[src/rtl/assert_macros.svh]
// Assertion macros used by the mailbox datapath.
`ifndef ASSERT_MACROS_SVH
`define ASSERT_MACROS_SVH
`ifndef SYNTHESIS
// Clocked property, disabled while reset is asserted (active low).
`define ASSERT_AT(lbl, clk, rstn, prop, msg) \
  lbl: assert property (@(posedge clk) disable iff (!rstn) prop) else $error(msg);
// Clocked property that is also checked during reset.
`define ASSERT_ALWAYS(lbl, clk, prop, msg) \
  lbl: assert property (@(posedge clk) prop) else $error(msg);
`else
`define ASSERT_AT(lbl, clk, rstn, prop, msg)
`define ASSERT_ALWAYS(lbl, clk, prop, msg)
`endif
`endif

[src/rtl/spfm_pkg.sv]
// Package: sizes, codes and bundle types of the socket pair mailbox.
`default_nettype none
package spfm_pkg;

  localparam int unsigned RING_DEPTH     = 4096;
  localparam int unsigned HANDLE_DEPTH   = 8;
  localparam int unsigned HANDLE_BITS    = 16;

  localparam int unsigned HANDLE_FIELD_W = 16;
  localparam int unsigned RP_W   = $clog2(RING_DEPTH);
  localparam int unsigned BCNT_W = $clog2(RING_DEPTH + 1);
  localparam int unsigned HCNT_W = $clog2(HANDLE_DEPTH + 1);
  localparam int unsigned HQ_W   = (HANDLE_BITS < HANDLE_FIELD_W) ? HANDLE_BITS
                                                                  : HANDLE_FIELD_W;

  typedef enum logic [2:0] {
    FN_SEND_BYTE   = 3'd0,
    FN_PASS_HANDLE = 3'd1,
    FN_RECV_BYTE   = 3'd2,
    FN_RECV_HANDLE = 3'd3,
    FN_CLOSE       = 3'd4
  } func_e;

  typedef enum logic [2:0] {
    STS_OK        = 3'd0,
    STS_PEER_GONE = 3'd1,
    STS_FULL      = 3'd2,
    STS_EMPTY     = 3'd3,
    STS_CLOSED    = 3'd4
  } status_e;

  typedef struct packed {
    logic [2:0]                func;
    logic                      endpoint;
    logic [7:0]                data_byte;
    logic [HANDLE_FIELD_W-1:0] handle_in;
    logic                      last_of_burst;
  } req_t;

  typedef struct packed {
    logic [2:0]                status;
    logic [7:0]                read_byte;
    logic [HANDLE_FIELD_W-1:0] handle_out;
    logic                      handle_valid;
    logic                      can_read;
    logic                      can_write;
    logic                      burst_end;
  } rsp_t;

  // controller -> datapath
  typedef struct packed {
    logic latch;   // capture the accepted request
    logic exec;    // apply the operation to the endpoint state
    logic load;    // move the pending result into the output register
  } ctrl_cmd_t;

  // datapath -> controller
  typedef struct packed {
    logic out_free;  // output register can take a result this cycle
  } dp_stat_t;

endpackage
`default_nettype wire

[src/rtl/spfm_ctrl.sv]
// Controller: sequences accept, execute and result load for one request at a time.
`default_nettype none
module spfm_ctrl (
  input  logic                  clk_i,
  input  logic                  rst_ni,
  input  logic                  req_valid_i,
  input  spfm_pkg::dp_stat_t    stat_i,
  output logic                  req_ready_o,
  output spfm_pkg::ctrl_cmd_t   cmd_o
);

  typedef enum logic [2:0] {
    ST_IDLE = 3'b001,
    ST_EXEC = 3'b010,
    ST_DONE = 3'b100
  } state_e;

  state_e state_q, state_d;

  always_comb begin
    state_d     = state_q;
    req_ready_o = 1'b0;
    cmd_o       = '0;
    case (state_q)
      ST_IDLE: begin
        req_ready_o = 1'b1;
        if (req_valid_i) begin
          cmd_o.latch = 1'b1;
          state_d     = ST_EXEC;
        end
      end
      ST_EXEC: begin
        cmd_o.exec = 1'b1;
        state_d    = ST_DONE;
      end
      ST_DONE: begin
        // ring read data lands this cycle; wait for room at the output
        if (stat_i.out_free) begin
          cmd_o.load = 1'b1;
          state_d    = ST_IDLE;
        end
      end
      default: begin
        state_d = ST_IDLE;
      end
    endcase
  end

  always_ff @(posedge clk_i or negedge rst_ni) begin
    if (!rst_ni) begin
      state_q <= ST_IDLE;
    end else begin
      state_q <= state_d;
    end
  end

endmodule
`default_nettype wire

[config.mk]
export PLATFORM = sky130hd
export DESIGN_NAME = spfm_ctrl
export DESIGN_NICKNAME = d
export VERILOG_FILES = /design/src/rtl/assert_macros.svh /design/src/rtl/spfm_pkg.sv /design/src/rtl/spfm_ctrl.sv
export SDC_FILE = /design/constraint.sdc
export NUM_CORES = 1
export LEC_CHECK = 0
export BUFFER_PORTS_ARGS = -buffer_cell sky130_fd_sc_hd__buf_2
export CAP_MARGIN = 10
export CORE_AREA = 2 2 39 41
export DETAILED_ROUTE_END_ITERATION = 10
export DIE_AREA = 0 0 41 43
export GPL_TIMING_DRIVEN = 1
export PLACE_DENSITY = 0.3
export RECOVER_POWER = 100
export SETUP_SLACK_MARGIN = 0.5
export SYNTH_ARGS = -nofsm -noshare
export SYNTH_HDL_FRONTEND = slang
export SYNTH_SLANG_ARGS = --single-unit
[constraint.sdc]
create_clock -name clk_i -period 0.9 [get_ports clk_i]
set_input_delay 0.045 -clock clk_i [delete_from_list [all_inputs] [get_ports clk_i]]
set_output_delay 0.045 -clock clk_i [all_outputs]
set_load 0.005 [all_outputs]
**After elaboration in Yosys (flattened, before gate mapping)**

Index checks and enable logic that the tools add are counted.

- Logic and storage cells: 16
- Bits in registers: 3
- Output and inout port bits: 4

- Equal/unequal tests: 5
- Reduce and logical (&&, ||, !) cells: 1
- Muxes and demuxes: 9

Operators by type and width:

| operator | number |
|---|---|
| $pmux 3 s3 | 1 |
| $mux 1 | 6 |
| $mux 3 | 2 |
| $ne 2x2->1 const B | 2 |
| $eq 3x1->1 const B | 1 |
| $eq 3x2->1 const B | 1 |
| $eq 3x3->1 const B | 1 |
| $reduce_and 2->1 | 1 |

**Logic depth before layout (Yosys ltp)**

Gate-level depths: netlist (run 1).

- Word-level depth: 3
- Mapped depth: 2
- Mapped depth without buffers: 2

**Worst setup path after synthesis (run 1)**

Ideal clock, no wire load.

- Path type: register to register
- Start point: reg state_q[0]
- End point: reg state_q[2]
- Clock period less this slack: 924 ps
- Required time: 776 ps
- Library setup time: 124 ps
- Setup slack: -24 ps
- Cell stages (with the launch flop): 3
- Arrival: 800 ps
- Cell sequence: dfstp_2 -> nor3b_2 -> or2_1

RTL lines:

| element | RTL line | text |
|---|---|---|
| from (decl) | spfm_ctrl.sv:18 | `state_e state_q, state_d;` |
| from (signal assigned) | spfm_ctrl.sv:53 | `state_q <= state_d;` |
| $eq 3x3->1 (tied with other cells) | spfm_ctrl.sv:24 | `case (state_q)` |
| $pmux 3 s3 * | spfm_ctrl.sv:24 |  |
| net state_d[2] | spfm_ctrl.sv:18 |  |

Mark *: on every way through the listed nets, which the timed path passes. The rest lies on a longest branch.
A chain may end at the register's enable or synchronous reset.

==> out/metrics.csv, run 1 <==
stage,metric,value,unit
setup_path,Worst EP arrival,1170,ps
setup_path,worst path buffer plus inverter count,1,
finish,Final Non-Filler Cells,44,
grt,number of global-route vias before repair,167,
setup_path,critical path type,reg -> out,
clock_network,clock buffer depth,2,
job,MaxCap Viol Count,0,
grt,grt ovf,0,
setup_path,WP depth,2,
timing,"Min Clock Period, post-route",1220,ps
clock_network,clock sinks,3,
drt,Routed wire per std cell,9.34,um
synth,synth unique cells,9,
finish,"most common cell after layout, fill and taps aside",buf_4,
synth,post-synthesis sequential area ratio,47.3,%
finish,most frequent cells in the layout,"5 x buf_4, 4 x buf_2, 3 x and4bb_2, 3 x clkbuf_4",
setup_path,crit-path cells,and4bb_2 > buf_6,
finish,"Most flops, register",state_q,
clock_network,H-tree depth,1,
clock_network,Clock Latency Late Sink,230,ps
finish,nets,33,
finish,share of cells above drive strength 1,82.1,%
timing,Setup-failing EPs final,6,
setup_path,worst setup path end,cmd_o[2],
drt,1st-iter DRT viols,0,
floorplan,IO Pins,8,
pwr,PD cells,2850,mW/mm2
timing,Max-slew headroom,80.4,%
placed_design,PortBufs,7,
timing,Setup TNS Final,-1490,ps
min_path,hold crit path type,in -> reg,
synth,Post-Syn Area,161,um2
finish,flip-flop count of the largest register after layout,3,
timing,WHS,124,ps
setup_path,Critical path origin,state_q[0],
floorplan,die width,41,um
synth,Avg Inst Size Synth,13.5,um2
pwr,Max VDD drop,0.884,mV
setup_path,Slowest cell on crit path,dfstp_2,
setup_path,CP Capture Type,primary output,
pwr,leak pwr,0.000138,uW
drt,DRT Pass-1 Iters,1,
setup_path,CP top delay family,flip-flops,
placed_design,dpl cells,37,
timing,"Worst Setup Slack, final",-319,ps
grt,initial antenna violation count,0,
outcome,status,finished with violations,
finish,area grow syn2layout,96.9,%
finish,number of diodes,0,
setup_path,FF-to-FF Start,state_q[0],
timing,Final Max Slew Viols,0,
drt,drt total wl,411,um
grt,largest net degree at the start of global routing,7,
timing,post-route clock period utilization,135,%
drt,vias per cell,3.55,
setup_path,worst path required time,850,ps
timing,skew final,2.11,ps
setup_path,startpoint types,flip-flop,
floorplan,Die ar.,0.00176,mm2
drt,Routed Antenna Nets,0,
timing,RSZ-0062 raised after global routing,true,
drt,DR vias,156,
timing,FMAX,0.820,GHz
synth,Yosys reg bits,3,
drt,DR DRC count,0,
setup_path,worst-path maximum fanout,6,
synth,Ys Warns,0,
placed_design,pre-CTS WS,-81.5,ps
setup_path,Reg2Reg Depth,3,
clock_network,CTS tree,built,
setup_path,RR Endpoint,state_q[2],
finish,Util after Layout,23.0,%
floorplan,die height,43,um
floorplan,core outline area,0.00138,mm2
synth,Mapped Cells,12,
clock_network,root buffer cell,clkbuf_4,
timing,Fin. Hold Viols,0,
timing,Worst-Margin Slew,294,ps
placed_design,RD Place Congestion,0.655,
floorplan,row cnt,14,
outcome,failing checks,negative setup slack,
placed_design,placed wire-length estimate,292,um
setup_path,reg2reg setup slack,-190,ps
grt,All-Layer GR Usage,5.84,%
grt,first-pass GRT wire length,621,um
clock_network,Worst-path clk slew,30,ps
clock_network,CTS Buf Count,3,
floorplan,Starting Density,11.7,%
finish,top flop regs,state_q x3,
setup_path,CP max stage delay,580,ps
synth,syn_nets,16,
## worst min path at each step
stage	startpoint	endpoint	slack (ps)	depth (start not counted)
floorplan	rst_ni	state_q[1]	-250	0
global placement	rst_ni	state_q[2]	-160	1
detailed placement	rst_ni	state_q[2]	-160	1
CTS	rst_ni	state_q[1]	120	2
global route	stat_i	state_q[0]	140	3
finish	stat_i	state_q[0]	120	3
## tightest hold or removal path, delay by kind of cell
kind	cells	cell delay (ps)
buf+inv	1	100
simple gates	2	160
## logic make-up after synthesis
kind of cell,Yosys count,synth area share (%)
simple gates,8,48.1
buf+inv,1,4.65
flops,3,47.3
## metrics by stage
step                instance area (um2)  power, uW
finish                              318        904
detailed placement                  231        528
floorplan                           161        389
CTS                                 287        831
global placement                    231        524
global route                        318        987
## per-layer routing
layer,vias to the layer above,routed length [um],global-route usage (%),part of all wire [%]
li1,77,-,-,-
met1,73,189,6.15,46
met2,6,200,7.19,49
met3,0,21,2.09,5.1
met4,0,0,8.00,0
met5,-,0,0,0
## layout make-up
class / instances / area, um2
multi-input combinational: 8 / 100
tap: 16 / 20.0
timing repair buffer: 13 / 93.8
clock buffer: 4 / 26.3
sequential: 3 / 77.6
fill: 155 / 1070
## Yosys cell counts, drive strengths merged
master	number	area (um2)
dfrtp	2	50.1
buf	1	7.51
nor4b	1	8.76
or2	1	6.26
nor3	1	5.00
nor3b	2	20.0
and4bb	3	37.5
dfstp	1	26.3
## repair_timing
item                                   CTS  global route
setup buffers                            1             1
resized for setup                        3             5
endpoints found under the hold margin    3             0
setup endpoints to repair                7             7
cloned                                   0             0
pin swaps                                3             2
hold buffers                             1             0
## where the power goes
part           leakage, uW  switching, uW  internal [uW]  total, uW
clock            0.0000150           66.3            166        232
sequential       0.0000355           75.2            202        277
combinational    0.0000879            115            280        395
(Power assumes the default switching activity.)
==> inputs of run 2 (changes only) <==
==> constraint.sdc (replaced) <==
create_clock -name clk_i -period 1.5 [get_ports clk_i]
set_input_delay 0.075 -clock clk_i [delete_from_list [all_inputs] [get_ports clk_i]]
set_output_delay 0.075 -clock clk_i [all_outputs]
set_load 0.005 [all_outputs]
==> run 2 against run 1 <==
The run now ends clean. Global-route usage up 0.21 points. Final cell count down 9.1%. Final area down 22%. Sequential share of layout area up 6.9 points. Setup slack better by 530 ps. Clock power down 39%. Sequential power down 45%. Die area unchanged. Largest power group is now registers.
==> out/metrics.csv, run 2 (synthesized netlist as in run 1, its figures left out) <==
stage,metric,value,unit,change
timing,"Worst Setup Slack, final",209,ps,+529 ps
setup_path,startpoint types,flip-flop,,
clock_network,clock sinks,3,,unchanged
clock_network,CTS Buf Count,3,,unchanged
timing,Max-slew headroom,78.9,%,-1.4 points
setup_path,WP depth,3,,+1
clock_network,Clock Latency Late Sink,230,ps,about the same
min_path,Hold Crit Start,req_valid_i,,
grt,number of global-route vias before repair,157,,-6.0%
floorplan,Starting Density,11.7,%,unchanged
floorplan,row cnt,14,,unchanged
setup_path,worst path buffer plus inverter count,2,,+1
setup_path,critical path type,reg -> out,,
drt,1st-iter DRT viols,0,,unchanged
drt,drt total wl,409,um,-0.49%
timing,post-route clock period utilization,86.0,%,
finish,"Most flops, register",state_q,,
setup_path,reg2reg setup slack,340,ps,+530 ps
timing,skew final,0.735,ps,-1.38 ps
drt,DRT Pass-1 Iters,1,,unchanged
setup_path,worst path required time,1420,ps,+570 ps
timing,Final Max Slew Viols,0,,unchanged
timing,Setup TNS Final,0,ps,+1490 ps
placed_design,pre-CTS WS,471,ps,+552 ps
drt,DR DRC count,0,,unchanged
finish,number of diodes,0,,unchanged
grt,grt ovf,0,,unchanged
clock_network,H-tree depth,1,,unchanged
clock_network,clock buffer depth,2,,unchanged
floorplan,IO Pins,8,,unchanged
drt,Routed wire per std cell,10.2,um,+9.5%
floorplan,die width,41,um,unchanged
finish,most frequent cells in the layout,"5 x clkbuf_1, 4 x buf_2, 3 x and4bb_2, 3 x clkbuf_4, 2 x nor3b_1",,
clock_network,root buffer cell,clkbuf_4,,
setup_path,crit-path cells,clkbuf_1 > nor3b_1 > buf_2,,
timing,RSZ-0062 raised after global routing,true,,
min_path,Worst Hold Path EP,state_q[1],,
placed_design,RD Place Congestion,0.601,,-8.2%
finish,"most common cell after layout, fill and taps aside",clkbuf_1,,
setup_path,RR Endpoint,state_q[2],,
grt,first-pass GRT wire length,586,um,-5.6%
grt,All-Layer GR Usage,6.05,%,+0.21 points
timing,Setup-failing EPs final,0,,-6
setup_path,CP max stage delay,380,ps,-200 ps
clock_network,Worst-path clk slew,40,ps,about the same
finish,share of cells above drive strength 1,50.0,%,-32 points
setup_path,Worst EP arrival,1220,ps,+50 ps
job,MaxCap Viol Count,0,,unchanged
drt,DR vias,147,,-5.8%
finish,FILL cells,163,,+5.2%
setup_path,Reg2Reg Depth,3,,unchanged
floorplan,Die ar.,0.00176,mm2,unchanged
floorplan,die height,43,um,unchanged
floorplan,core outline area,0.00138,mm2,unchanged
drt,Routed Antenna Nets,0,,unchanged
timing,FMAX,0.775,GHz,
pwr,Max VDD drop,0.311,mV,-65%
timing,"Min Clock Period, post-route",1290,ps,
grt,largest net degree at the start of global routing,7,,unchanged
pwr,PD cells,1730,mW/mm2,-39%
grt,initial antenna violation count,0,,unchanged
placed_design,PortBufs,7,,unchanged
setup_path,FF-to-FF Start,state_q[0],,
finish,top flop regs,state_q x3,,
finish,flip-flop count of the largest register after layout,3,,unchanged
setup_path,worst-path maximum fanout,5,,-1
min_path,hold crit path type,in -> reg,,
placed_design,placed wire-length estimate,285,um,-2.5%
finish,nets,29,,-12%
min_path,Worst Hold Depth,2,,-1
setup_path,CP Capture Type,primary output,,
timing,Fin. Hold Viols,0,,unchanged
setup_path,Slowest cell on crit path,dfstp_1,,
clock_network,CTS tree,built,,
outcome,status,"complete, no violations",,
finish,area grow syn2layout,53.5,%,
drt,vias per cell,3.68,,+3.7%
pwr,leak pwr,0.0000944,uW,-32%
timing,Worst-Margin Slew,315,ps,+21.5 ps
finish,Util after Layout,17.9,%,-5.1 points
setup_path,CP top delay family,flip-flops,,
[run 2: cell types whose count changed in the layout (fill, tap and decap cells not counted), sizes merged]
cell    change
buf         -7
clkbuf      +3
[run 2: layout make-up]
type | count | area (um2) | share of cell area, %
multi-input combinational | 8 | 78.8 | 31.8
sequential | 3 | 77.6 | 31.3
timing repair buffer | 9 | 45.0 | 18.2
clock buffer | 4 | 26.3 | 10.6
tap | 16 | 20.0 | 8.08
[run 2: what timing repair did]
| action | in CTS | in global routing |
|---|---|---|
| endpoints found under the setup margin | 5 | 6 |
| hold buffers | 1 | 0 |
| hold endpoints to repair | 3 | 0 |
| resized for setup | 2 | 2 |
| setup buffers | 1 | 0 |
| pin swaps | 2 | 0 |
[run 2: worst max-delay path by stage]
stage,startpoint,to,slack (ps)
4_1_cts,state_q[0],cmd_o[2],300
6_report,state_q[0],cmd_o[1],210
5_1_grt,state_q[0],cmd_o[1],130
3_3_place_gp,state_q[1],state_q[2],490
2_1_floorplan,state_q[0],state_q[2],580
3_5_place_dp,state_q[1],state_q[2],470
[run 2: per-layer routing]
metal | wire (um) | track usage (%) | part of all wire, %
met5 | 0 | 0 | 0
met4 | 0 | 8.00 | 0
met3 | 54 | 4.71 | 13
met2 | 206 | 7.19 | 50
met1 | 148 | 5.21 | 36
[run 2: per-stage QoR]
stage	std cells	hold slack [ps]	cell area [um2]	power, uW
2_1_floorplan	12	-221	161	234
3_3_place_gp	34	-128	209	284
3_5_place_dp	34	-124	209	281
4_1_cts	40	161	265	468
5_1_grt	40	174	248	468
6_report	40	180	248	428
[run 2: power by group]
group | leakage (uW) | switching (uW) | internal, uW | total, uW
registers | 0.0000347 | 35.5 | 117 | 152
clock network | 0.0000150 | 41.4 | 99.7 | 141
logic | 0.0000447 | 54.3 | 80.1 | 134
==> inputs of run 3 (changes only) <==
--- a/config.mk
+++ b/config.mk
@@ -11,7 +11,6 @@
 export DETAILED_ROUTE_END_ITERATION = 10
 export DIE_AREA = 0 0 41 43
 export GPL_TIMING_DRIVEN = 1
-export PLACE_DENSITY = 0.3
 export RECOVER_POWER = 100
 export SETUP_SLACK_MARGIN = 0.5
 export SYNTH_ARGS = -nofsm -noshare
==> run 3 against run 2 <==
Clock power barely moved. Worst hold slack got worse by 5.9 ps. Highest routed layer unchanged. Non-clock buffer count up 2. Register-to-register slack lost 110 ps. Die area did not move. Combinational power grew 17%. Final area up 5.1%. Largest power group is now combinational cells. Clock skew about the same. Critical endpoint unchanged.
==> out/metrics.csv, run 3 (synthesized netlist as in run 1, its figures left out) <==
stage,metric,value,unit,change
outcome,status,"complete, no violations",,
placed_design,RD Place Congestion,0.690,,+15%
setup_path,startpoint types,flip-flop,,
setup_path,worst path buffer plus inverter count,2,,unchanged
min_path,Worst Hold Path EP,state_q[1],,
setup_path,CP max stage delay,380,ps,about the same
grt,grt ovf,0,,unchanged
setup_path,CP Capture Type,primary output,,
setup_path,reg2reg setup slack,230,ps,-110 ps
clock_network,root buffer cell,clkbuf_4,,
grt,initial antenna violation count,0,,unchanged
finish,most frequent cells in the layout,"6 x clkbuf_1, 3 x and4bb_2, 3 x clkbuf_4, 3 x buf_2",,
grt,first-pass GRT wire length,724,um,+24%
finish,area grow syn2layout,61.2,%,
drt,Routed wire per std cell,10.7,um,+4.6%
drt,DR vias,153,,+4.1%
finish,area of the multi-input gates,78.8,um2,unchanged
floorplan,Die ar.,0.00176,mm2,unchanged
finish,number of diodes,0,,unchanged
pwr,Max VDD drop,0.430,mV,+38%
timing,"Min Clock Period, post-route",1280,ps,-13.6 ps
clock_network,Worst-path clk slew,30,ps,about the same
timing,skew final,0.330,ps,-0.405 ps
floorplan,row cnt,14,,unchanged
grt,number of global-route vias before repair,179,,+14%
finish,share of cells above drive strength 1,46.2,%,-3.8 points
floorplan,IO Pins,8,,unchanged
drt,1st-iter DRT viols,0,,unchanged
timing,post-route clock period utilization,85.1,%,-0.91 points
setup_path,crit-path cells,clkbuf_1 > nor3b_1 > clkbuf_1,,
clock_network,H-tree depth,1,,unchanged
setup_path,RR Endpoint,state_q[2],,
clock_network,CTS Buf Count,3,,unchanged
setup_path,Most common cell on crit path,clkbuf_1,,
timing,Worst-Margin Slew,313,ps,-1.97 ps
grt,largest net degree at the start of global routing,7,,unchanged
setup_path,FF-to-FF Start,state_q[0],,
finish,register area,76.3,um2,-1.6%
setup_path,Worst EP arrival,1200,ps,-20 ps
timing,FMAX,0.783,GHz,+1.1%
setup_path,Reg2Reg Depth,4,,+1
grt,All-Layer GR Usage,7.03,%,+0.98 points
min_path,hold crit path type,in -> reg,,
drt,Routed Antenna Nets,0,,unchanged
timing,Setup TNS Final,0,ps,unchanged
finish,nets,31,,+6.9%
finish,"Most flops, register",state_q,,
min_path,Hold Crit Start,req_valid_i,,
timing,Setup-failing EPs final,0,,unchanged
timing,Final Max Slew Viols,0,,unchanged
floorplan,die width,41,um,unchanged
finish,Final Non-Filler Cells,42,,+5.0%
timing,Fin. Hold Viols,0,,unchanged
clock_network,clock sinks,3,,unchanged
setup_path,worst path required time,1420,ps,about the same
clock_network,Clock Latency Late Sink,230,ps,about the same
finish,flip-flop count of the largest register after layout,3,,unchanged
floorplan,core outline area,0.00138,mm2,unchanged
setup_path,Slowest cell on crit path,dfstp_1,,
floorplan,Starting Density,11.7,%,unchanged
drt,DR DRC count,0,,unchanged
drt,drt total wl,449,um,+9.8%
job,MaxCap Viol Count,0,,unchanged
placed_design,dpl cells,34,,unchanged
drt,DRT Pass-1 Iters,1,,unchanged
timing,"Worst Setup Slack, final",223,ps,+13.6 ps
floorplan,die height,43,um,unchanged
setup_path,critical path type,reg -> out,,
timing,RSZ-0062 raised after global routing,true,,
clock_network,CTS tree,built,,
setup_path,CP top delay family,flip-flops,,
placed_design,PortBufs,7,,unchanged
pwr,PD cells,1710,mW/mm2,-0.79%
clock_network,clock buffer depth,2,,unchanged
timing,Max-slew headroom,79.1,%,+0.13 points
setup_path,worst-path maximum fanout,5,,unchanged
finish,FILL cells,158,,-3.1%
placed_design,pre-CTS WS,506,ps,+35.5 ps
finish,"most common cell after layout, fill and taps aside",clkbuf_1,,
drt,vias per cell,3.64,,-0.87%
finish,top flop regs,state_q x3,,
pwr,leak pwr,0.000105,uW,+11%
min_path,Worst Hold Depth,2,,unchanged
[run 3: cell count changes in the layout (fill, tap and decap cells not counted)]
cell,before,now
buf_4,0,2
buf_2,4,3
clkbuf_1,5,6
dfrtp_1,1,2
dfrtp_2,1,0
or2_0,1,0
or2_1,0,1
[run 3: per-stage QoR]
stage	hold slack (ps)	cell area, um2	util (%)	power [uW]
floorplan	-221	161	-	234
global placement	-123	209	15.1	283
detailed placement	-122	209	15.1	283
CTS	168	265	19.2	459
global route	174	260	18.8	489
finish	174	260	18.8	446
[run 3: report_power, final]
part	total (uW)	switching [uW]	internal (uW)
Sequential	149	33.7	116
Combinational	157	63.1	94.4
Clock	139	39.8	99.5
Total	446	137	310
[run 3: area by class of cell]
type,instances,share of cell area (%)
Multi-Input combinational cell,8,30.3
Timing Repair Buffer,11,22.6
Tap cell,16,7.69
Clock buffer,4,10.1
Sequential cell,3,29.3
[run 3: worst max path at each step]
stage | cells after the start | endpoint | from | slack [ps]
2_1_floorplan | 2 | state_q[2] | state_q[0] | 580
3_3_place_gp | 2 | req_ready_o | state_q[0] | 490
3_5_place_dp | 2 | cmd_o[2] | state_q[0] | 510
4_1_cts | 2 | cmd_o[2] | state_q[0] | 260
5_1_grt | 3 | cmd_o[1] | state_q[0] | 140
6_report | 3 | cmd_o[1] | state_q[0] | 220
[run 3: routing by layer]
metal  global-route usage [%]  wire length (um)
met5                        0                 0
met4                     8.00                 0
met3                     5.76                62
met2                     6.88               181
met1                     8.04               205
[run 3: timing repair]
action | CTS | global route
endpoints found under the hold margin | 3 | 0
setup buffers | 2 | 1
hold buffers | 1 | 0
pin swaps | 2 | 2
gates resized for setup | 1 | 2
setup endpoints to repair | 4 | 6
